$ cat src/sals_pkg.sv
// Shared types and constants for the shifting array list store.
package sals_pkg;

    localparam int POS_W       = 7;
    localparam int DATA_W      = 32;
    localparam int CNT_W       = 7;
    localparam int CMD_W       = 3;
    localparam int QUEUE_DEPTH = 2;

    localparam logic [CMD_W-1:0] CMD_DISPLAY = 3'd0;
    localparam logic [CMD_W-1:0] CMD_INSERT  = 3'd1;
    localparam logic [CMD_W-1:0] CMD_DELETE  = 3'd2;
    localparam logic [CMD_W-1:0] CMD_SEARCH  = 3'd3;
    localparam logic [CMD_W-1:0] CMD_UPDATE  = 3'd4;

    typedef enum logic [2:0] {
        ST_OK       = 3'd0,
        ST_BADPOS   = 3'd1,
        ST_FULL     = 3'd2,
        ST_NOTFOUND = 3'd3,
        ST_EMPTY    = 3'd4
    } status_t;

    typedef enum logic [2:0] {
        OP_DISPLAY,
        OP_INSERT,
        OP_DELETE,
        OP_SEARCH,
        OP_UPDATE,
        OP_NOP
    } op_t;

    typedef struct packed {
        op_t                      op;
        logic                     pos_zero;
        logic [POS_W-1:0]         pos;
        logic signed [DATA_W-1:0] value;
    } cmd_t;

    typedef enum logic [1:0] {
        BK_IDLE,
        BK_DISP,
        BK_SRCH
    } back_state_t;

endpackage

$ cat src/sals_queue.sv
// Small register queue of decoded commands between front and back.
module sals_queue import sals_pkg::*; (
    input  logic aclk,
    input  logic aresetn,
    input  logic push,
    input  cmd_t item_in,
    output logic full,
    input  logic pop,
    output cmd_t item_out,
    output logic empty
);

    localparam int AW = (QUEUE_DEPTH > 1) ? $clog2(QUEUE_DEPTH) : 1;

    cmd_t            slot_reg [QUEUE_DEPTH];
    logic [AW-1:0]   wr_ptr_reg, wr_ptr_next;
    logic [AW-1:0]   rd_ptr_reg, rd_ptr_next;
    logic [AW:0]     fill_reg, fill_next;
    logic            push_ok, pop_ok;

    assign full     = (fill_reg == (AW+1)'(QUEUE_DEPTH));
    assign empty    = (fill_reg == '0);
    assign push_ok  = push && !full;
    assign pop_ok   = pop && !empty;
    assign item_out = slot_reg[rd_ptr_reg];

    // pointers wrap naturally, depth is a power of two
    always_comb begin
        wr_ptr_next = push_ok ? wr_ptr_reg + AW'(1) : wr_ptr_reg;
        rd_ptr_next = pop_ok ? rd_ptr_reg + AW'(1) : rd_ptr_reg;
        fill_next   = fill_reg + (AW+1)'(push_ok) - (AW+1)'(pop_ok);
    end

    always_ff @(posedge aclk) begin
        if (!aresetn) begin
            wr_ptr_reg <= '0;
            rd_ptr_reg <= '0;
            fill_reg   <= '0;
        end else begin
            wr_ptr_reg <= wr_ptr_next;
            rd_ptr_reg <= rd_ptr_next;
            fill_reg   <= fill_next;
        end
    end

    always_ff @(posedge aclk) begin
        if (push_ok) begin
            slot_reg[wr_ptr_reg] <= item_in;
        end
    end

endmodule

$ cat config.mk
export PLATFORM = sky130hd
export DESIGN_NAME = sals_queue
export DESIGN_NICKNAME = d
export VERILOG_FILES = /design/src/sals_pkg.sv /design/src/sals_queue.sv
export SDC_FILE = /design/constraint.sdc
export NUM_CORES = 1
export LEC_CHECK = 0
export BUFFER_PORTS_ARGS = -buffer_cell sky130_fd_sc_hd__buf_2
export CAP_MARGIN = 20
export CELL_PAD_IN_SITES_DETAIL_PLACEMENT = 0
export CELL_PAD_IN_SITES_GLOBAL_PLACEMENT = 1
export CORE_ASPECT_RATIO = 1.1
export CORE_MARGIN = 5
export CORE_UTILIZATION = 44
export DETAILED_ROUTE_END_ITERATION = 8
export PLACE_DENSITY = 0.79
export SLEW_MARGIN = 20
export SYNTH_ARGS = -nofsm -noshare
export SYNTH_HDL_FRONTEND = slang
export SYNTH_SLANG_ARGS = --single-unit
$ cat constraint.sdc
create_clock -name aclk -period 3.7 [get_ports aclk]
set_input_delay 0.37 -clock aclk [delete_from_list [all_inputs] [get_ports aclk]]
set_output_delay 0.37 -clock aclk [all_outputs]
set_load 0.01 [all_outputs]
Word-level counts from Yosys, hierarchy flattened
Memories as Yosys holds them, arrays and structs flattened. A register that Yosys moved wholly into a read port is not among the register bits.
Index checks and enable logic that the tools add are counted.

word-level totals
  RAM bits = 86
  register bits after elaboration = 4
  latch bits = 0
  output and inout bits = 45
  memories = 1
  logic and storage cells = 18
  bits in read-only memories = 0

cells by class
  reduce and logical (&&, ||, !) cells = 5
  shifts and indexed selects = 0
  magnitude comparators = 0
  div/mod/pow operators = 0
  $add $sub $neg = 4
  $mul = 0
  mux-type cells = 4
  bitwise operators = 0
  equality and inequality tests = 1

memories
  name      words  bits a word  read ports  clocked after memory_dff  wr ports  line              source
  slot_reg  2      43           1           1                         1         sals_queue.sv:15  cmd_t slot_reg [QUEUE_DEPTH];

operator list
  operator             count
  $mux 1               4
  $add 1x1->1 const B  2
  $add 2x1->2          1
  $eq 2x2->1 const B   1
  $logic_and 1x1->1    2
  $logic_not 1->1      2
  $logic_not 2->1      1
  $sub 2x1->2          1

Longest topological paths before layout
Gate-level depths: netlist of run 1.

  word-level depth = 5
  depth in mapped cells = 8
  depth with buffers taken out = 8

Least setup slack after synthesis of run 1
Ideal clock, no wire load.

  kind = reg-to-reg
  from = register fill_reg[0]
  to = memory slot_reg[0][0] (netlist name), enable pin
  cell stages (with the launch flop) = 4
  arrival time = 2.399 ns
  setup slack = 0.858 ns
  required time = 3.257 ns
  period minus slack after synthesis = 2.842 ns
  cells stage by stage = dfxtp_1 -> nand2b_1 -> nand2_1 -> nor2_1

on the way
  cells in the longest elaborated chain, start to end = 5

ends and longest elaborated chain
  element                       line              source
  start: declaration            sals_queue.sv:18  logic [AW:0] fill_reg, fill_next;
  start signal: assignment      sals_queue.sv:42  fill_reg <= fill_next;
  $eq 2x2->1                    sals_queue.sv:21  assign full = (fill_reg == (AW+1)'(QUEUE_DEPTH));
  $logic_not 1->1               sals_queue.sv:23  assign push_ok = push && !full;
  $logic_and 1x1->1             sals_queue.sv:23
  $mux 1                        sals_queue.sv:47  if (push_ok) begin
  $mux 1 (implied by the code)  sals_queue.sv:48  slot_reg[wr_ptr_reg] <= item_in;
  end: declaration              sals_queue.sv:15

No other way between the ends.

==> results of run 1 <==
-- final cells by class --
| type | count | area [um2] |
|---|---|---|
| clock inverters | 6 | 88.8 |
| clock buffers | 10 | 128 |
| repair buffers | 94 | 498 |
| fillers | 652 | 3560 |
| well taps | 108 | 135 |
| inverters | 3 | 11.3 |
| multi-input cells | 62 | 766 |
| flip-flops and latches | 91 | 2680 |
-- through the flow --
step,power (mW),instances
global placement,2.29,357
floorplan,2.08,161
detailed placement,2.31,357
finish,2.99,374
global route,3.15,374
CTS,3.03,373
-- per-layer routing --
| layer | share of wire | track usage | up-vias |
|---|---|---|---|
| met5 | 0 | 0 | - |
| met4 | 0.014 | 0.0549 | 0 |
| met3 | 0.051 | 0.0398 | 9 |
| met2 | 0.56 | 0.227 | 46 |
| met1 | 0.38 | 0.132 | 878 |
| li1 | - | - | 819 |
-- cell usage after synthesis (all sizes together) --
| cell | n | share of area |
|---|---|---|
| edfxtp | 86 | 0.73 |
| mux2 | 43 | 0.18 |
| buf | 5 | 0.026 |
| dfxtp | 5 | 0.028 |
| nor2 | 5 | 0.0053 |
| inv | 3 | 0.0032 |
| and2 | 2 | 0.0035 |
| ha | 2 | 0.0071 |
| nand2 | 2 | 0.0021 |
| nand2b | 2 | 0.0035 |
| and3 | 1 | 0.0018 |
| mux2i | 1 | 0.0028 |
| nor3 | 1 | 0.0014 |
| o21a | 1 | 0.0021 |
| xnor2 | 1 | 0.0025 |
| xor2 | 1 | 0.0025 |
-- placed cells by master, fill, tap and decap left out --
cell        count
clkinvlp_4      2
and2_1          2
mux2i_1         1
mux2_4         40
nor2_1          4
bufinv_16       2
nor3_1          1
inv_6           1
edfxtp_1       86
buf_16          1
buf_2          91
dfxtp_2         1
nand2b_1        2
nand2_1         2
clkbuf_8        9
buf_4           2
dfxtp_1         4
ha_1            2
xor2_1          1
nor2_4          1
xnor2_1         1
clkbuf_1        1
inv_1           3
mux2_2          3
and3_2          1
o21a_1          1
clkinv_2        1
-- report_power, final --
part,internal [mW],switching [mW]
Sequential,1.33,0.0486
Clock,0.382,0.329
Combinational,0.461,0.439
-- path summary, 6_finish.rpt --
check,endpoint,slack [ns],depth (start not counted)
worst min-delay path,slot_reg[1][23],0.20,1
worst max-delay path,item_out[36],1.48,3
worst max register to register,slot_reg[0][29],1.70,4
worst min register to register,wr_ptr_reg,0.53,2
-- cell families (layout without fill, tap and decap cells) --
| group | Yosys count | count (layout) | share of synthesized area |
|---|---|---|---|
| and+or+nand+nor | 13 | 13 | 0.0177 |
| adders and majority gates | 2 | 2 | 0.00706 |
| muxes | 44 | 44 | 0.182 |
| buffers and inverters | 8 | 113 | 0.0290 |
| xor gates and xnor gates | 2 | 2 | 0.00495 |
| DFF | 91 | 91 | 0.757 |
| AOI/OAI and AO/OA | 1 | 1 | 0.00212 |
-- worst max-delay path, delay by kind of cell (launching register included) --
family,cells,cell delay [ns]
flip-flops,1,0.32
buffers and inverters,2,0.75
multiplexers,1,0.42
==> flow_summary.toml, run 1 <==
[status]
outcome = "finished, final reports clean"

[worst_setup_path]
max_stage_delay_ns = 0.61
path_class = "flop to output pin"
reg2reg_from = "fill_reg[0]"
start_kind = "flop"
endpoint_kind = "output pin"
crit_required_ns = 3.33
path_cells = "buf_4 > mux2_2 > buf_2"
critPathMaxFanout = 43
arrival_ns = 1.85
crit_slowest_cell = "buf_4"

[sta]
final_hold_viol_count = 0
finalSetupViolCount = 0
maxClockFrequency_ghz = 0.451
fin_worst_hold_slack_ns = 0.205
min_period_ns = 2.22
period_share = 0.599
setup-tns-final_ns = 0
drv_slew = 0
grt_setup_unrepaired = "no"
final.setup_skew_ns = 0.0124
slew_headroom = 0.483
fin_ws_ns = 1.48
worst-slew-pin-transition_ns = 0.776

[route]
drc = 0
first_iter_violations = 42
vias = 1752
drtAntennaViolNets = 0
wl_per_cell_um = 15.9
drt_pass1_iterations = 4
drt_wl_total_um = 5970
via_per_inst = 4.68

[clocking]
cts_buffers = 9
clk_latency_ns = 0.35
cts_tree = "built"
cts.sinks = 91
htreeDepth = 3
post_cts_buffers = 0
clockBufferDepth = 2
cts_root_buf = "clkbuf_8"
cts-resized-gates = 0
clk_pin_slew_ns = 0.09
holdBufCountCts = 0

[placed_design]
pre_cts_ws_ns = 1.65
dp_hpwl_um = 3950
gp_congestion = 0.677
port_buffers = 91
placed_area_mm2 = 0.00407

[pwr]
leakagePower_nw = 1.71
powerDensity_mw_per_mm2 = 693
peakVddDrop_mv = 0.337

[yosys]
synthesis.nets = 210
ys_warn_count = 0
synth-seq-cells = 91
mappedNetlistArea_mm2 = 0.00354
postSynthAreaPerCell_um2 = 22.0
synth_cell_types = 18
synth_cells = 161
ys_seq_area_frac = 0.757

[min_path]
worstHoldPathType = "input port to flop"
worstHoldStart = "item_in[23]"

[floorplanning]
pin_count = 92
fp.dieW_um = 95.6
initial_utilization = 0.450
core_area_mm2 = 0.00787
die_area_mm2 = 0.00995
die_h_um = 104
row_count = 34

[flow_run]
max-cap-violations = 0

[cells_and_area]
nets = 310
design_area_mm2 = 0.00431
syn2layout_area_growth_pct = 21.7
post-route-util = 0.548
largest_register_ffs = 86
antenna_cells = 0
final_layout_size_suffix_gt1_frac = 0.583

[grt]
grt_usage = 0.126
gr-total-overflow = 0
grt_max_degree = 44
grt_pass1_vias = 1921
grt_pass1_wl_um = 9330
antenna_found_initial = 0
Power figures use the tool's default switching activity.
==> run 2: changes to the inputs <==
Settings changed: ABC_AREA set to 1.
Clock period 3.7 ns to 2.1 ns, I/O delays scaled along.
==> flow_summary.toml, run 2 <==
[worst_setup_path]
arrival_ns = 1.63
endpoint_kind = "output pin"
start_kind = "flop"
path_class = "flop to output pin"
crit_required_ns = 1.89
critPathMaxFanout = 26

[pwr]
powerDensity_mw_per_mm2 = 1130
leakagePower_nw = 1.73
peakVddDrop_mv = 0.605

[floorplanning]
core_area_mm2 = 0.00791
row_count = 34
initial_utilization = 0.449
pin_count = 92
fp.dieW_um = 95.7
die_h_um = 104
die_area_mm2 = 0.00998

[grt]
gr-total-overflow = 0
grt_usage = 0.122
antenna_found_initial = 0
grt_pass1_vias = 1961
grt_max_degree = 27
grt_pass1_wl_um = 9250

[route]
drtAntennaViolNets = 0
drt_wl_total_um = 5940
via_per_inst = 4.57
vias = 1770
drt_pass1_iterations = 4
drc = 0
wl_per_cell_um = 15.3
first_iter_violations = 64

[yosys]
postSynthAreaPerCell_um2 = 20.7
mappedNetlistArea_mm2 = 0.00356
yosysTopAreaCellShare = 0.726
synthTopCellsByArea = "edfxtp_1, mux2_4, dfxtp_1"
synth_cell_types = 12
async_reset_ff_frac = 0
ys_warn_count = 0
yosys-top-cells-count = "edfxtp_1, mux2_4, inv_1, nand2_1, nor2_1"
ys_seq_area_frac = 0.754
yosysMostFrequentCell = "edfxtp_1"
synth_enable_flop_cells = 86
synth_ff_type = "edfxtp_1"
synth_cells = 172
synth-seq-cells = 91
synthesis.nets = 221
synth_top_cell_by_area = "edfxtp_1"

[sta]
final_hold_viol_count = 0
finalSetupViolCount = 0
maxClockFrequency_ghz = 0.545
slew_headroom = 0.681
min_period_ns = 1.84
grt_setup_unrepaired = "no"
drv_slew = 0
period_share = 0.874
setup-tns-final_ns = 0
final.setup_skew_ns = 0.00800
worst-slew-pin-transition_ns = 0.478

[min_path]
worstHoldPathType = "input port to flop"

[placed_design]
dp_hpwl_um = 4140
gp_congestion = 0.796
dp.cells = 372
port_buffers = 91
placed_area_mm2 = 0.00411

[clocking]
post_cts_buffers = 0
clockBufferDepth = 2
cts.sinks = 91
clk_latency_ns = 0.33
cts-resized-gates = 0
cts_tree = "built"
cts_root_buf = "clkbuf_8"
holdBufCountCts = 0
htreeDepth = 3
clk_pin_slew_ns = 0.08
cts_buffers = 9

[cells_and_area]
final_common_cell = "buf_2"
syn2layout_area_growth_pct = 20.7
antenna_cells = 0
final_layout_size_suffix_gt1_frac = 0.563
largest_register_ffs = 86
final_cell_mix = "buf_2, edfxtp_1, mux2_4"
nets = 324
fin_cells = 387
design_area_mm2 = 0.00429

[flow_run]
max-cap-violations = 0

[status]
outcome = "finished, final reports clean"
-- run 2: changes by cell type after synthesis, sizes merged, moves of 2 or more --
cell / before / now
nand2: 2 / 9
inv: 3 / 9
nand3: 0 / 3
nor2: 5 / 8
a21oi: 0 / 2
and2: 2 / 0
nand2b: 2 / 0
-- run 2: cell type report --
class / count / area [um2]
sequential: 91 / 2680
timing repair buffer: 97 / 500
clock buffer: 10 / 128
inverter: 9 / 33.8
tap: 108 / 135
clock inverter: 5 / 55.1
fill: 685 / 3620
multi-input combinational: 67 / 756
-- run 2: cells by family after synthesis --
family / synth area share
AO/OA/AOI/OAI: 0.00282
multiplexers: 0.178
AND/OR/NAND/NOR: 0.0222
buffers and inverters: 0.0352
flip-flops: 0.754
adder cells (fa/ha/maj): 0.00704
-- run 2: per-layer routing --
| metal | share of wire | wire length [um] | track usage | up-vias |
|---|---|---|---|---|
| met5 | 0 | 0 | 0 | - |
| met4 | 0.0076 | 45 | 0.0457 | 0 |
| met3 | 0.069 | 409 | 0.0434 | 4 |
| met2 | 0.52 | 3110 | 0.212 | 52 |
| met1 | 0.40 | 2380 | 0.135 | 864 |
| li1 | - | - | - | 850 |
-- run 2: report_power, final --
| group | internal (mW) | switching [mW] | total [mW] |
|---|---|---|---|
| sequential | 2.30 | 0.0783 | 2.38 |
| combinational | 0.692 | 0.696 | 1.39 |
| clock | 0.540 | 0.551 | 1.09 |
-- run 2: path summary, 6_finish.rpt --
check / slack [ns] / to / startpoint / cells after the start
max: 0.26 / item_out[36] / flop / 3
min: 0.06 / slot_reg[0][39] / item_in[39] / 1
max reg2reg: 0.48 / fill_reg[1] / fill_reg[0] / 10
min reg2reg: 0.53 / flop / rd_ptr_reg / 2
-- run 2: per-stage QoR --
step	hold slack (ns)	util	total power [mW]	setup WS (ns)
after floorplan	0.303	-	3.45	0.000587
after global placement	0.399	0.519	3.81	0.583
after detailed placement	0.402	0.519	3.84	0.501
after CTS	0.0334	0.542	4.94	0.214
after global routing	0.0273	0.542	5.14	0.165
final	0.0580	0.542	4.86	0.264
-- run 2: critical path: stages, from the launching register on --
cell     delay [ns]
dfxtp_2        0.33
buf_4          0.41
mux2_2         0.40
buf_2          0.14
==> run 3: changes to the inputs <==
Settings changed: BUFFER_PORTS_ARGS -buffer_cell sky130_fd_sc_hd__buf_2 to -buffer_cell sky130_fd_sc_hd__clkbuf_2, GPL_TIMING_DRIVEN set to 0.
Clock period 2.1 ns to 1.8 ns, I/O delays scaled along.
==> flow_summary.toml, run 3 (synthesized netlist as in run 2, its figures left out) <==
[status]
outcome = "finished, final reports clean"

[worst_setup_path]
critPathBufInv = 3
reg2reg_from = "fill_reg[0]"
max_stage_delay_ns = 0.33
arrival_ns = 1.44
critPathMaxFanout = 10
endpoint_kind = "output pin"
crit_required_ns = 1.62
worstReg2RegEnd = "fill_reg[1]"
reg2reg_depth = 10
start_kind = "flop"
crit_cells = 4
path_cells = "buf_6 > buf_12 > mux2_4 > clkbuf_2"
crit_slowest_cell = "dfxtp_1"
crit_end = "item_out[16]"
cpLargestDelayFamily = "buffers and inverters"
reg2reg_slack_ns = 0.18
path_class = "flop to output pin"

[pwr]
peakVddDrop_mv = 0.622
p_total_mw = 5.91
powerDensity_mw_per_mm2 = 1330
leakagePower_nw = 1.79

[grt]
grt_max_degree = 25
grt_usage = 0.129
grt_pass1_vias = 1927
grt_pass1_wl_um = 9530
antenna_found_initial = 0
gr-total-overflow = 0

[clocking]
post_cts_buffers = 0
clockBufferDepth = 2
clk_latency_ns = 0.34
cts_buffers = 9
cts_root_buf = "clkbuf_8"
clk_pin_slew_ns = 0.09
cts.sinks = 91
cts_tree = "built"
htreeDepth = 3

[sta]
final_hold_viol_count = 0
finalSetupViolCount = 0
min_period_ns = 1.62
maxClockFrequency_ghz = 0.617
final.setup_skew_ns = 0.00898
slew_headroom = 0.623
period_share = 0.901
setup-tns-final_ns = 0
drv_slew = 0
grt_setup_unrepaired = "no"
worst-slew-pin-transition_ns = 0.564

[flow_run]
max-cap-violations = 0

[floorplanning]
core_area_mm2 = 0.00791
die_h_um = 104
fp.dieW_um = 95.7
die_area_mm2 = 0.00998
row_count = 34
initial_utilization = 0.449
pin_count = 92

[route]
wl_per_cell_um = 15.4
drt_wl_total_um = 6080
drt_pass1_iterations = 4
first_iter_violations = 93
vias = 1809
via_per_inst = 4.58
drc = 0
drtAntennaViolNets = 0

[placed_design]
placed_area_mm2 = 0.00418
port_buffers = 91
dp_hpwl_um = 4000
gp_congestion = 0.677

[cells_and_area]
post-route-util = 0.562
nets = 331
syn2layout_area_growth_pct = 25.1
largest_register_ffs = 86
final_common_cell = "clkbuf_2"
antenna_cells = 0
design_area_mm2 = 0.00445
fillers = 656
final_layout_size_suffix_gt1_frac = 0.561
final_cell_mix = "clkbuf_2, edfxtp_1, mux2_4"

[min_path]
worstHoldPathType = "input port to flop"
[run 3: cell types whose count changed in the layout (fill, tap and decap cells not counted), moves of 5 or more]
cell / change
buf_2: -91
clkbuf_2: +91
buf_4: -6
buf_12: +5
dlygate4sd3_1: +5
[run 3: worst min-delay path by stage]
stage                            from              end  slack [ns]  depth (start not counted)
after floorplan               aresetn      fill_reg[0]        0.27                          2
after global placement    item_in[15]  slot_reg[0][15]        0.37                          1
after detailed placement   item_in[6]   slot_reg[1][6]        0.37                          1
after CTS                 item_in[35]  slot_reg[0][35]      0.0007                          1
after global routing      item_in[41]  slot_reg[1][41]      0.0006                          1
final                     item_in[35]  slot_reg[0][35]        0.02                          1
[run 3: timing repair]
item | CTS | global route
cloned | 2 | 0
endpoints found under the hold margin | 9 | 0
pin swaps | 1 | 1
hold buffers | 5 | 0
endpoints found under the setup margin | 57 | 68
gates resized for setup | 1 | 2
[run 3: metrics by stage]
step	std cells	setup slack [ns]	hold slack, ns
floorplan	172	0.160	0.273
global placement	371	-0.248	0.369
detailed placement	372	-0.228	0.374
CTS	395	0.0175	0.000696
global route	395	0.00691	0.000603
finish	395	0.178	0.0233
[run 3: cell type report]
class	count	area, um2	area share
flip-flops and latches	91	2680	0.603
repair buffers	97	526	0.118
repair inverters	1	7.51	0.00169
well taps	108	135	0.0304
clock buffers	10	128	0.0287
multi-input cells	68	769	0.173
inverters	9	37.5	0.00844
clock inverters	6	71.3	0.0160
plain buffers	5	91.3	0.0205
[run 3: worst register-to-register path, delay by kind of cell, from the launching register on]
family | cells | cell delay [ns]
adders and majority gates | 2 | 0.48
and+or+nand+nor | 4 | 0.40
DFF | 1 | 0.36
buffers and inverters | 3 | 0.15
AOI/OAI and AO/OA | 1 | 0.14
[run 3: report_power, final]
group	total (mW)	leakage, nW	switching (mW)	internal (mW)
clock network	1.35	0.0935	0.700	0.655
registers	2.78	0.845	0.0949	2.69
logic	1.77	0.851	0.861	0.911
[run 3: layer usage]
layer | global-route usage | up-vias | part of all wire | wire [um]
met3 | 0.0282 | 7 | 0.058 | 350
met4 | 0.0549 | 0 | 0.013 | 80
li1 | - | 872 | - | -
met1 | 0.149 | 873 | 0.40 | 2410
met2 | 0.224 | 57 | 0.53 | 3240
met5 | 0 | - | 0 | 0
